==> config.mk <==
export PLATFORM = sky130hd
export DESIGN_NAME = amicable_number_test_top
export DESIGN_NICKNAME = d
export VERILOG_FILES = /design/src/hdl/ant_pkg.sv /design/src/hdl/amicable_number_test_top.sv /design/src/hdl/ant_divider.sv
export SDC_FILE = /design/constraint.sdc
export NUM_CORES = 2
export LEC_CHECK = 0
export BUFFER_PORTS_ARGS = -buffer_cell sky130_fd_sc_hd__buf_4
export CAP_MARGIN = 20
export CORE_MARGIN = 2
export CORE_UTILIZATION = 45
export CTS_CLUSTER_SIZE = 14
export DETAILED_ROUTE_END_ITERATION = 10
export PLACE_DENSITY = 0.58
export SLEW_MARGIN = 40
export SYNTH_ARGS = -nofsm -noshare
export SYNTH_HDL_FRONTEND = slang
export SYNTH_SLANG_ARGS = --single-unit
==> constraint.sdc <==
create_clock -name i_clk -period 23.1 [get_ports i_clk]
set_input_delay 1.155 -clock i_clk [delete_from_list [all_inputs] [get_ports i_clk]]
set_output_delay 1.155 -clock i_clk [all_outputs]
set_load 0.02 [all_outputs]
==> src/hdl/ant_pkg.sv <==
// ----------------------------------------------------------------------------
// Amicable number test package
// Shared widths for the amicable number test block.
// ----------------------------------------------------------------------------
package ant_pkg;
    localparam int NUMBER_WIDTH = 32;
    localparam int SUM_WIDTH    = 35;
    localparam int ROOT_WIDTH   = NUMBER_WIDTH / 2 + 1;
    localparam int DCNT_WIDTH   = $clog2(SUM_WIDTH + 1);
endpackage

==> src/hdl/amicable_number_test_top.sv <==
// ----------------------------------------------------------------------------
// Amicable number test
// Sums proper divisors by trial division and tests for an amicable pair.
// ----------------------------------------------------------------------------
// Channel | Direction | Payload
// s_axis  | in        | tdata[31:0] candidate
// m_axis  | out       | tdata[34:0] divisor_sum, tuser[0] is_amicable
// cfg     | in        | i_cfg_data[31:0] search_limit
// Each trial divisor runs one serial division, and an item costs at most two
// divisor sums, one for the candidate and one for its sum.
// Reset clears the limit and the sequencer; no item is taken while busy.
// A result waits in the output register; the next item is taken meanwhile.
// ----------------------------------------------------------------------------
module amicable_number_test_top
    import ant_pkg::*;
(
    input  logic                    i_clk,
    input  logic                    i_rst_n,
    input  logic                    s_axis_tvalid,
    output logic                    s_axis_tready,
    input  logic [31:0]             s_axis_tdata,   // candidate
    output logic                    m_axis_tvalid,
    input  logic                    m_axis_tready,
    output logic [39:0]             m_axis_tdata,   // divisor_sum, zero fill
    output logic [0:0]              m_axis_tuser,   // is_amicable
    input  logic                    i_cfg_valid,
    output logic                    o_cfg_ready,
    input  logic [31:0]             i_cfg_data      // search_limit
);
    typedef enum logic [2:0] {S_IDLE, S_CHECK, S_DIV, S_WAIT, S_DONE} t_state;

    t_state                r_state;
    logic                  r_second;
    logic [NUMBER_WIDTH-1:0] r_limit;
    logic [NUMBER_WIDTH-1:0] r_cand;
    logic [SUM_WIDTH-1:0]  r_n;
    logic [ROOT_WIDTH-1:0] r_i;
    logic [SUM_WIDTH-1:0]  r_sum;
    logic [SUM_WIDTH-1:0]  r_first;
    logic [SUM_WIDTH-1:0]  r_rsum;
    logic                  r_rflag;
    logic                  r_ovalid;
    logic [SUM_WIDTH-1:0]  r_osum;
    logic                  r_oflag;
    logic                  r_start;
    logic                  w_done;
    logic [SUM_WIDTH-1:0]  w_quo;
    logic [SUM_WIDTH-1:0]  w_rem;
    logic [2*ROOT_WIDTH-1:0] w_sq;
    logic                  w_fin;
    logic [SUM_WIDTH-1:0]  w_tot;
    logic                  w_load;

    ant_divider u_div (
        .i_clk, .i_rst_n, .i_start(r_start), .i_dividend(r_n), .i_divisor(r_i),
        .o_done(w_done), .o_quotient(w_quo), .o_remainder(w_rem)
    );

    assign w_sq = r_i * r_i;
    assign s_axis_tready = (r_state == S_IDLE);
    assign o_cfg_ready   = 1'b1;
    assign w_load        = (r_state == S_DONE) && (!r_ovalid || m_axis_tready);

    always_comb begin
        w_fin = 1'b0;
        w_tot = r_sum;
        if (r_n <= SUM_WIDTH'(1)) begin
            w_fin = 1'b1;
            w_tot = '0;
        end else if ({{(SUM_WIDTH+1-2*ROOT_WIDTH){1'b0}}, w_sq} > {1'b0, r_n}) begin
            w_fin = 1'b1;
        end
    end

    always_ff @(posedge i_clk) begin
        if (!i_rst_n) begin
            r_state  <= S_IDLE;
            r_limit  <= '0;
            r_ovalid <= 1'b0;
            r_start  <= 1'b0;
            r_second <= 1'b0;
            r_i      <= '0;
            r_sum    <= '0;
            r_first  <= '0;
            r_rsum   <= '0;
            r_rflag  <= 1'b0;
            r_osum   <= '0;
            r_oflag  <= 1'b0;
        end else begin
            r_start <= (r_state == S_CHECK) && !w_fin;
            if (i_cfg_valid) r_limit <= i_cfg_data[NUMBER_WIDTH-1:0];
            if (w_load) begin
                r_ovalid <= 1'b1;
            end else if (m_axis_tready) begin
                r_ovalid <= 1'b0;
            end
            case (r_state)
                S_IDLE: begin
                    if (s_axis_tvalid && s_axis_tready) begin
                        r_cand   <= s_axis_tdata[NUMBER_WIDTH-1:0];
                        r_n      <= SUM_WIDTH'(s_axis_tdata[NUMBER_WIDTH-1:0]);
                        r_i      <= ROOT_WIDTH'(2);
                        r_sum    <= SUM_WIDTH'(1);
                        r_second <= 1'b0;
                        r_state  <= S_CHECK;
                    end
                end
                S_CHECK: begin
                    if (w_fin) begin
                        if (!r_second) begin
                            r_first <= w_tot;
                            if (r_cand >= NUMBER_WIDTH'(2) && r_cand < r_limit &&
                                w_tot > SUM_WIDTH'(r_cand) &&
                                w_tot <= SUM_WIDTH'(r_limit)) begin
                                r_second <= 1'b1;
                                r_n      <= w_tot;
                                r_i      <= ROOT_WIDTH'(2);
                                r_sum    <= SUM_WIDTH'(1);
                            end else begin
                                r_rsum  <= w_tot;
                                r_rflag <= 1'b0;
                                r_state <= S_DONE;
                            end
                        end else begin
                            r_rsum  <= r_first;
                            r_rflag <= (w_tot == SUM_WIDTH'(r_cand));
                            r_state <= S_DONE;
                        end
                    end else begin
                        r_state <= S_DIV;
                    end
                end
                S_DIV: r_state <= S_WAIT;
                S_WAIT: begin
                    if (w_done) begin
                        if (w_rem == '0) begin
                            if (w_quo != SUM_WIDTH'(r_i))
                                r_sum <= r_sum + SUM_WIDTH'(r_i) + w_quo;
                            else
                                r_sum <= r_sum + SUM_WIDTH'(r_i);
                        end
                        r_i     <= r_i + 1'b1;
                        r_state <= S_CHECK;
                    end
                end
                S_DONE: begin
                    if (w_load) begin
                        r_osum  <= r_rsum;
                        r_oflag <= r_rflag;
                        r_state <= S_IDLE;
                    end
                end
                default: r_state <= S_IDLE;
            endcase
        end
    end

    assign m_axis_tvalid = r_ovalid;
    assign m_axis_tdata  = {5'd0, r_osum};
    assign m_axis_tuser  = r_oflag;

    a_no_accept_busy: assert property (@(posedge i_clk) disable iff (!i_rst_n)
        (r_state != S_IDLE) |-> !s_axis_tready) else $error("accept while busy");
    a_hold_out: assert property (@(posedge i_clk) disable iff (!i_rst_n)
        (r_ovalid && !m_axis_tready) |=>
        (r_ovalid && $stable(r_osum) && $stable(r_oflag))) else $error("result lost");
    a_start_once: assert property (@(posedge i_clk) disable iff (!i_rst_n)
        r_start |=> !r_start) else $error("double start");
endmodule

==> src/hdl/ant_divider.sv <==
// ----------------------------------------------------------------------------
// Serial divider
// Restoring division of a sum-width dividend by a root-width divisor, one
// quotient bit per cycle.
// ----------------------------------------------------------------------------
module ant_divider
    import ant_pkg::*;
(
    input  logic                  i_clk,
    input  logic                  i_rst_n,
    input  logic                  i_start,
    input  logic [SUM_WIDTH-1:0]  i_dividend,
    input  logic [ROOT_WIDTH-1:0] i_divisor,
    output logic                  o_done,
    output logic [SUM_WIDTH-1:0]  o_quotient,
    output logic [SUM_WIDTH-1:0]  o_remainder
);
    logic [SUM_WIDTH-1:0]  r_quo;
    logic [SUM_WIDTH:0]    r_rem;
    logic [ROOT_WIDTH-1:0] r_div;
    logic [DCNT_WIDTH-1:0] r_cnt;
    logic                  r_busy;
    logic                  r_done;
    logic [SUM_WIDTH:0]    w_trial;
    logic [SUM_WIDTH:0]    w_sub;

    assign w_trial = {r_rem[SUM_WIDTH-1:0], r_quo[SUM_WIDTH-1]};
    assign w_sub   = w_trial - {{(SUM_WIDTH+1-ROOT_WIDTH){1'b0}}, r_div};

    always_ff @(posedge i_clk) begin
        if (!i_rst_n) begin
            r_busy <= 1'b0;
            r_done <= 1'b0;
            r_cnt  <= '0;
        end else begin
            r_done <= 1'b0;
            if (i_start) begin
                r_busy <= 1'b1;
                r_cnt  <= DCNT_WIDTH'(SUM_WIDTH);
                r_quo  <= i_dividend;
                r_rem  <= '0;
                r_div  <= i_divisor;
            end else if (r_busy) begin
                if (!w_sub[SUM_WIDTH]) begin
                    r_rem <= w_sub;
                    r_quo <= {r_quo[SUM_WIDTH-2:0], 1'b1};
                end else begin
                    r_rem <= w_trial;
                    r_quo <= {r_quo[SUM_WIDTH-2:0], 1'b0};
                end
                r_cnt <= r_cnt - 1'b1;
                if (r_cnt == DCNT_WIDTH'(1)) begin
                    r_busy <= 1'b0;
                    r_done <= 1'b1;
                end
            end
        end
    end

    assign o_done      = r_done;
    assign o_quotient  = r_quo;
    assign o_remainder = r_rem[SUM_WIDTH-1:0];
endmodule

== Yosys cells after proc, flatten, opt, wreduce, memory -nomap -nowiden ==
Cells that the tools add are included.

* Output and inout bits: 44
* Word-level logic and storage cells: 131
* Bits of input ports: 69
* Register bits: 359

* Reduce and logical (&&, ||, !) cells: 28
* $mul: 1
* Equality and inequality tests: 16
* Bitwise operators: 3
* Magnitude comparators: 6
* Multiplexer cells: 51
* $add $sub $neg: 5

{| class="wikitable"
|+ Operators with widths
! kind !! count
|-
| 35-bit two-way mux || 18
|-
| 35-bit one-hot mux with 3 select lines || 1
|-
| 17-bit two-way mux || 5
|-
| 35-bit one-hot mux with 2 select lines || 1
|-
| 17-bit one-hot mux with 3 select lines || 1
|-
| 36-bit by 17-bit subtractor with 36-bit output || 1
|-
| 35-bit by 17-bit adder with 35-bit output || 1
|-
| 35-bit adder || 1
|-
| 35-bit by 32-bit equality test with 1-bit output || 1
|-
| 34-bit by 35-bit greater-than comparator with 1-bit output || 1
|-
| 35-bit by 32-bit greater-than comparator with 1-bit output || 1
|-
| 35-bit by 1-bit <= comparator with 1-bit output (second input constant) || 1
|-
| 35-bit by 32-bit <= comparator with 1-bit output || 1
|-
| 35-bit zero test || 1
|-
| 35-bit by 17-bit != test with 1-bit output || 1
|-
| 17-bit by 17-bit multiplier with 34-bit output || 1
|-
| 32-bit by 2-bit greater-or-equal comparator with 1-bit output (second input constant) || 1
|-
| 32-bit < comparator || 1
|-
| 3-bit two-way mux || 6
|-
| 17-bit by 1-bit adder with 17-bit output (second input constant) || 1
|-
| 1-bit two-way mux || 15
|-
| 3-bit one-hot mux with 5 select lines || 1
|-
| 6-bit two-way mux || 2
|-
| 3-bit AND reduction || 4
|-
| other kinds (22) || 42
|}

== Depth between registers and ports, before layout ==
* Word-level depth: 9
* Gate-level depth with buffers: 38
* Depth with buffers taken out: 36

== By module ==
From an unflattened synthesis, not the netlist that was laid out.

* Cell total of the unflattened synthesis: 3380
* Area, all modules: 30382.9 um2

{| class="wikitable"
|+ By module, submodules not included
! module !! area an instance (um2) !! sequential area each (um2) !! times used !! cells an instance
|-
| amicable_number_test_top || 25266.7 || 5955.7 || 1 || 2938
|-
| ant_divider || 5116.2 || 2772.7 || 1 || 442
|}

== Worst setup path before layout ==
No wires, ideal clock.

* Kind: register -> register
* Start: register r_i[5]
* End: register r_n[0] (enable)
* Arrival time: 10.552 ns
* Buffers on the path: 2
* Library setup time: 0.471 ns
* Setup slack: 12.077 ns
* Clock period less this slack: 11.023 ns
* Cell stages (with the launch flop): 33
* Data required time: 22.629 ns
* Cells stage by stage: dfxtp_1 > clkbuf_1 > clkbuf_1 > nand2_1 > fa_1 > inv_1 > fa_1 > inv_1 > fa_1 > inv_1 > fa_1 > fa_1 > inv_1 > fa_1 > inv_1 > ha_1 > nand3_1 > nor2_1 > nand2_1 > or4b_2 > o211ai_1 > o311ai_0 > o2bb2ai_1 > o2111a_1 > o21ai_0 > xor2_1 > ha_1 > nand4_1 > or4_1 > a21oi_1 > a31oi_1 > a211o_1 > nor3_1

* Cells in the longest elaborated chain, start to end: 6

{| class="wikitable"
|+ RTL lines
! item !! line !! RTL
|-
| start, declared || amicable_number_test_top.sv:37 || <nowiki>logic [ROOT_WIDTH-1:0] r_i;</nowiki>
|-
| start signal, assigned || amicable_number_test_top.sv:142 || <nowiki>r_i <= r_i + 1'b1;</nowiki>
|-
| 17-bit by 17-bit multiplier with 34-bit output || amicable_number_test_top.sv:59 || <nowiki>assign w_sq = r_i * r_i;</nowiki>
|-
| 34-bit by 35-bit greater-than comparator with 1-bit output || amicable_number_test_top.sv:70 || <nowiki>end else if ({{(SUM_WIDTH+1-2*ROOT_WIDTH){1'b0}}, w_sq} > {1'b0, r_n}) begin</nowiki>
|-
| 1-bit two-way mux || amicable_number_test_top.sv:70 ||
|-
| 1-bit two-way mux || amicable_number_test_top.sv:67 || <nowiki>if (r_n <= SUM_WIDTH'(1)) begin</nowiki>
|-
| 2-bit != test (no line) || n/a ||
|-
| 6-bit AND reduction (no line) || n/a ||
|-
| end signal, assigned || amicable_number_test_top.sv:101 || <nowiki>r_n <= SUM_WIDTH'(s_axis_tdata[NUMBER_WIDTH-1:0]);</nowiki>
|-
| end signal, assigned || amicable_number_test_top.sv:116 || <nowiki>r_n <= w_tot;</nowiki>
|-
| end, declared || amicable_number_test_top.sv:36 || <nowiki>logic [SUM_WIDTH-1:0] r_n;</nowiki>
|}

Every way passes these cells.
A chain may end at the register's enable or synchronous reset.

== Final worst setup path ==
* Start: register r_i[3]
* End: register r_sum[14]

* Cells in the longest elaborated chain, start to end: 6
* Elaborated cells on any way between the ends: 13
* Those cells by class: add/sub (2); mul (1); order compare (1); eq/ne (2); mux (6); reduce/logical (1)

{| class="wikitable"
|+ RTL lines
! item !! line !! RTL
|-
| 17-bit by 17-bit multiplier with 34-bit output / 35-bit by 17-bit adder with 35-bit output (equally long branches) || amicable_number_test_top.sv:59, amicable_number_test_top.sv:138, amicable_number_test_top.sv:140 ||
|-
| 34-bit by 35-bit greater-than comparator with 1-bit output / 35-bit adder (equally long branches) || amicable_number_test_top.sv:70, amicable_number_test_top.sv:138 ||
|-
| 1-bit two-way mux / 35-bit two-way mux (equally long branches) || amicable_number_test_top.sv:70, amicable_number_test_top.sv:137 ||
|-
| 1-bit two-way mux / 35-bit two-way mux (equally long branches) || amicable_number_test_top.sv:67, amicable_number_test_top.sv:136 ||
|-
| 2-bit != test (no line) / 35-bit two-way mux (equally long branches) || n/a ||
|-
| 7-bit AND reduction (no line) / 35-bit one-hot mux with 3 select lines (equally long branches) || n/a ||
|-
| end signal, assigned || amicable_number_test_top.sv:138 || <nowiki>r_sum <= r_sum + SUM_WIDTH'(r_i) + w_quo;</nowiki>
|-
| end signal, assigned || amicable_number_test_top.sv:140 || <nowiki>r_sum <= r_sum + SUM_WIDTH'(r_i);</nowiki>
|-
| end, declared || amicable_number_test_top.sv:38 || <nowiki>logic [SUM_WIDTH-1:0] r_sum;</nowiki>
|}

Several ways; a longest one is shown, not always the timed one. The select of a mux whose other input is x is not followed.

==> reports/results.tsv <==
stage	metric	value	unit
cells_and_area	most frequent cells in the layout	inv_1, nand2_1, ha_1	
worst_setup_path	Crit path max-delay family	adder cells	
global_route	initial antenna violation count	1	
power	maximum vdd drop	0.0625	mV
cts	clk slew on worst S/H paths	0.06	ns
timing	Hold Fails Final Rpt	0	
worst_setup_path	CP Capture Type	flop	
synth	#FFs+latches synth	359	
timing	Final setup viols	0	
cells_and_area	Area Growth Syn to Fin	10.4	%
cts	TritonCTS Buffers	44	
cts	clock root buffer	clkbuf_16	
detailed_routing	Routed Antenna Nets	0	
timing	Least-Margin Pin Slew	0.879	ns
global_route	first-pass GRT wire length	145	mm
global_route	M3 GR Usage	3.41	%
die	die width	263	um
die	core outline area	0.0661	mm^2
synth	Ys Warns	0	
worst_setup_path	CP required	23.61	ns
place	Cell Area, Placed	0.0318	mm^2
cells_and_area	share of cells above drive strength 1	8.36	%
global_route	number of global-route vias before repair	25261	
cts	CTS H-tree depth	2	
synth	Post-Syn Instances	3417	
min_path	Hold EP	r_osum[21]	
global_route	total grt overflow	0	
power	overall power	1.75	mW
cts	Clock Tree Buf Depth	3	
detailed_routing	1st-iter DRT viols	1673	
worst_setup_path	worst setup path class	reg2reg	
cells_and_area	commonest non-fill, non-tap cell in the layout	inv_1	
worst_setup_path	CP Launch Type	flop	
synth	Post-Synth Adder-Cell Area	25.7	%
power	power density cells	52.5	mW/mm^2
cts	Worst-Skew Late Latency	0.61	ns
worst_setup_path	WP data arrival	11.93	ns
worst_setup_path	CP Max Fanout	39	
synth	post-synthesis mux area share	3.92	%
die	IO Count	113	
place	placed cell count	4286	
synth	predominant post-synthesis flop cell	dfxtp_1	
die	FP Rows	94	
outcome	status	finished clean	
power	Sw Ratio	29.3	%
power	clock network power share	41.7	%
cts	postcts setup bufs	0	
synth	syn_area_per_cell	8.83	um^2
worst_setup_path	Crit-path slowest cell	dfxtp_1	
global_route	GRT met1 Usage	34.7	%
synth	EDFF count, synth	154	
place	placer congestion estimate	0.961	
synth	cell area after synthesis	0.0302	mm^2
detailed_routing	drt via density	5.60	
timing	fin. max-slew vios	0	
cts	CTS Hold Bufs	0	
worst_setup_path	Largest stage delay, worst path	0.85	ns
cells_and_area	nets	4041	
place	port bufs	106	
global_route	overall routing resource usage	26.8	%
detailed_routing	vias	24481	
detailed_routing	Routed wire per std cell	21.1	um
synth	Seq/Total Area, Yosys	28.9	%
timing	Max Clock Freq	87.6	MHz
timing	RSZ-0062 raised after global routing	no	
die	DIE AREA	0.0691	mm^2
power	leakage	16.0	nW
timing	Clock Skew	0.0459	ns
detailed_routing	DRC Markers	0	
global_route	grt peak-use layer	met2	
die	starting density of the core	45.6	%
synth	Synth Area in Compound Gates	13.4	%
power	internal cell power	1.24	mW
power	Sequential Power Share	43.0	%
min_path	hold path start	r_osum[21]	
synth	main combinational cell family by area after synthesis	adder cells	
synth	post-synthesis async set-or-reset flop share	0	%
global_route	largest net degree at the start of global routing	79	
cells_and_area	post-route insts no fill	4368	
timing	setup TNS	0	ns
worst_setup_path	R2R depth	34	
cts	CTS Sinks	359	
cts	Post-CTS Resized	0	
power	combinational fraction of design power	15.3	%
worst_setup_path	Bufs and invs on worst path	7	
global_route	met2 track utilization from global routing	46.0	%
timing	Slew HR	41.3	%
synth	XOR/XNOR share of the synthesized area	4.32	%
detailed_routing	First-pass DRT Iterations	6	
synth	Netlist cell types	92	
job	Max Cap Viol	0	
cells_and_area	# fillers	6303	
power	NetSw	0.513	mW
die	Die Ht	263	um
cells_and_area	ANT cells	0	
timing	final worst path period share	49.4	%
timing	min Tclk post-route	11.42	ns
worst_setup_path	worst reg-to-reg setup slack	11.68	ns
place	post-DP HPWL	72.0	mm
cells_and_area	post-route cell area	0.0333	mm^2
min_path	Hold Crit Depth	2	
min_path	min-delay worst type	reg2reg	
detailed_routing	Total Wirelength	92.3	mm
worst_setup_path	r2r endpoint	r_sum[14]	
cts	CTS tree	yes	
worst_setup_path	worst r2r src	r_i[3]	
synth	post-synthesis simple-gate area fraction	15.9	%
==> synth_stat cells, types with 16 or more instances <==
| library cell | instances | area, um^2 |
|---|---|---|
| a211o_1 | 17 | 149 |
| nor2b_1 | 29 | 181 |
| mux2i_1 | 73 | 731 |
| fa_1 | 194 | 3880 |
| o21a_1 | 16 | 120 |
| o21bai_1 | 24 | 180 |
| nand2_1 | 459 | 1720 |
| a21oi_1 | 239 | 1200 |
| nand2b_1 | 16 | 100 |
| clkbuf_1 | 113 | 424 |
| ha_1 | 310 | 3880 |
| xnor2_1 | 87 | 762 |
| edfxtp_1 | 154 | 4620 |
| or3_1 | 30 | 188 |
| nor3_1 | 36 | 180 |
| mux2_2 | 40 | 450 |
| xor2_1 | 60 | 526 |
| nor2_1 | 215 | 807 |
| nor4_1 | 36 | 225 |
| nand4_1 | 36 | 225 |
| o21ai_0 | 146 | 731 |
| a21o_1 | 87 | 653 |
| dfxtp_1 | 205 | 4100 |
| and2_1 | 52 | 325 |
| inv_1 | 462 | 1730 |
| nand3_1 | 58 | 290 |
==> power groups by stage <==
stage                     combinational [mW]  clock (mW)  sequential [mW]
after floorplan                        0.193           0            0.740
after global placement                 0.258           0            0.764
final                                  0.268       0.729            0.752
after global routing                   0.299       0.772            0.754
after CTS                              0.267       0.741            0.751
after detailed placement               0.266           0            0.764
==> cells by family after synthesis <==
logic type,count (synthesis)
AND/OR/NAND/NOR,1036
XOR/XNOR,148
adder cells (fa/ha/maj),504
buffers and inverters,606
flip-flops,359
multiplexers,113
AO/OA/AOI/OAI,649
other,2
==> area by class of cell <==
class	instances	area [um^2]	share of cell area, %
inverters	465	1750	5.25
clock inverters	16	206	0.620
repair buffers	142	1060	3.19
multi-input cells	2456	19200	57.5
clock buffers	66	1310	3.93
well taps	864	1080	3.25
flip-flops and latches	359	8730	26.2
==> worst max-delay path by stage <==
| stage | startpoint | to | slack, ns | cells past startpoint |
|---|---|---|---|---|
| finish | r_i[3] | r_sum[14] | 11.68 | 34 |
| global route | r_i[3] | r_sum[14] | 11.10 | 34 |
| CTS | r_i[3] | r_sum[14] | 11.73 | 34 |
| detailed placement | r_i[3] | r_sum[14] | 11.78 | 34 |
| global placement | r_i[3] | r_sum[17] | 12.20 | 34 |
| floorplan | r_i[5] | r_n[0] | 12.08 | 32 |
==> state kept, by name, indices dropped and copies added, names as in the netlist <==
signal,count
m_axis_tuser,1
m_axis_tvalid,1
r_cand,32
r_first,35
r_i,17
r_limit,32
r_n,35
r_osum,35
r_rflag,1
r_rsum,35
r_second,1
r_start,1
r_state,3
r_sum,35
u_div.o_done,1
u_div.o_quotient,35
u_div.r_busy,1
u_div.r_cnt,6
u_div.r_div,17
u_div.r_rem,35
==> metrics by stage <==
step / setup WS, ns / hold WS [ns] / util (%)
3_5_place_dp: 11.78 / 0.447 / 48.1
4_1_cts: 11.73 / 0.455 / 50.4
3_3_place_gp: 12.20 / 0.444 / 48.0
5_1_grt: 11.10 / 0.470 / 50.4
2_1_floorplan: 12.08 / 0.432 / -
6_report: 11.68 / 0.455 / 50.4
==> per-layer routing <==
metal,share of wire (%),vias to the layer above
met3,5.3,164
met5,0,-
li1,-,11618
met2,48,708
met1,43,11991
met4,3.9,0
==> worst register-to-register path, delay by kind of cell (launching register included) <==
| kind | cells | cell delay, ns |
|---|---|---|
| buffers and inverters | 7 | 0.93 |
| DFF | 1 | 0.85 |
| and+or+nand+nor | 6 | 2.46 |
| xor gates and xnor gates | 1 | 0.08 |
| adders and majority gates | 8 | 3.53 |
| AOI/OAI and AO/OA | 12 | 3.52 |
Power figures use the tool's default switching activity.
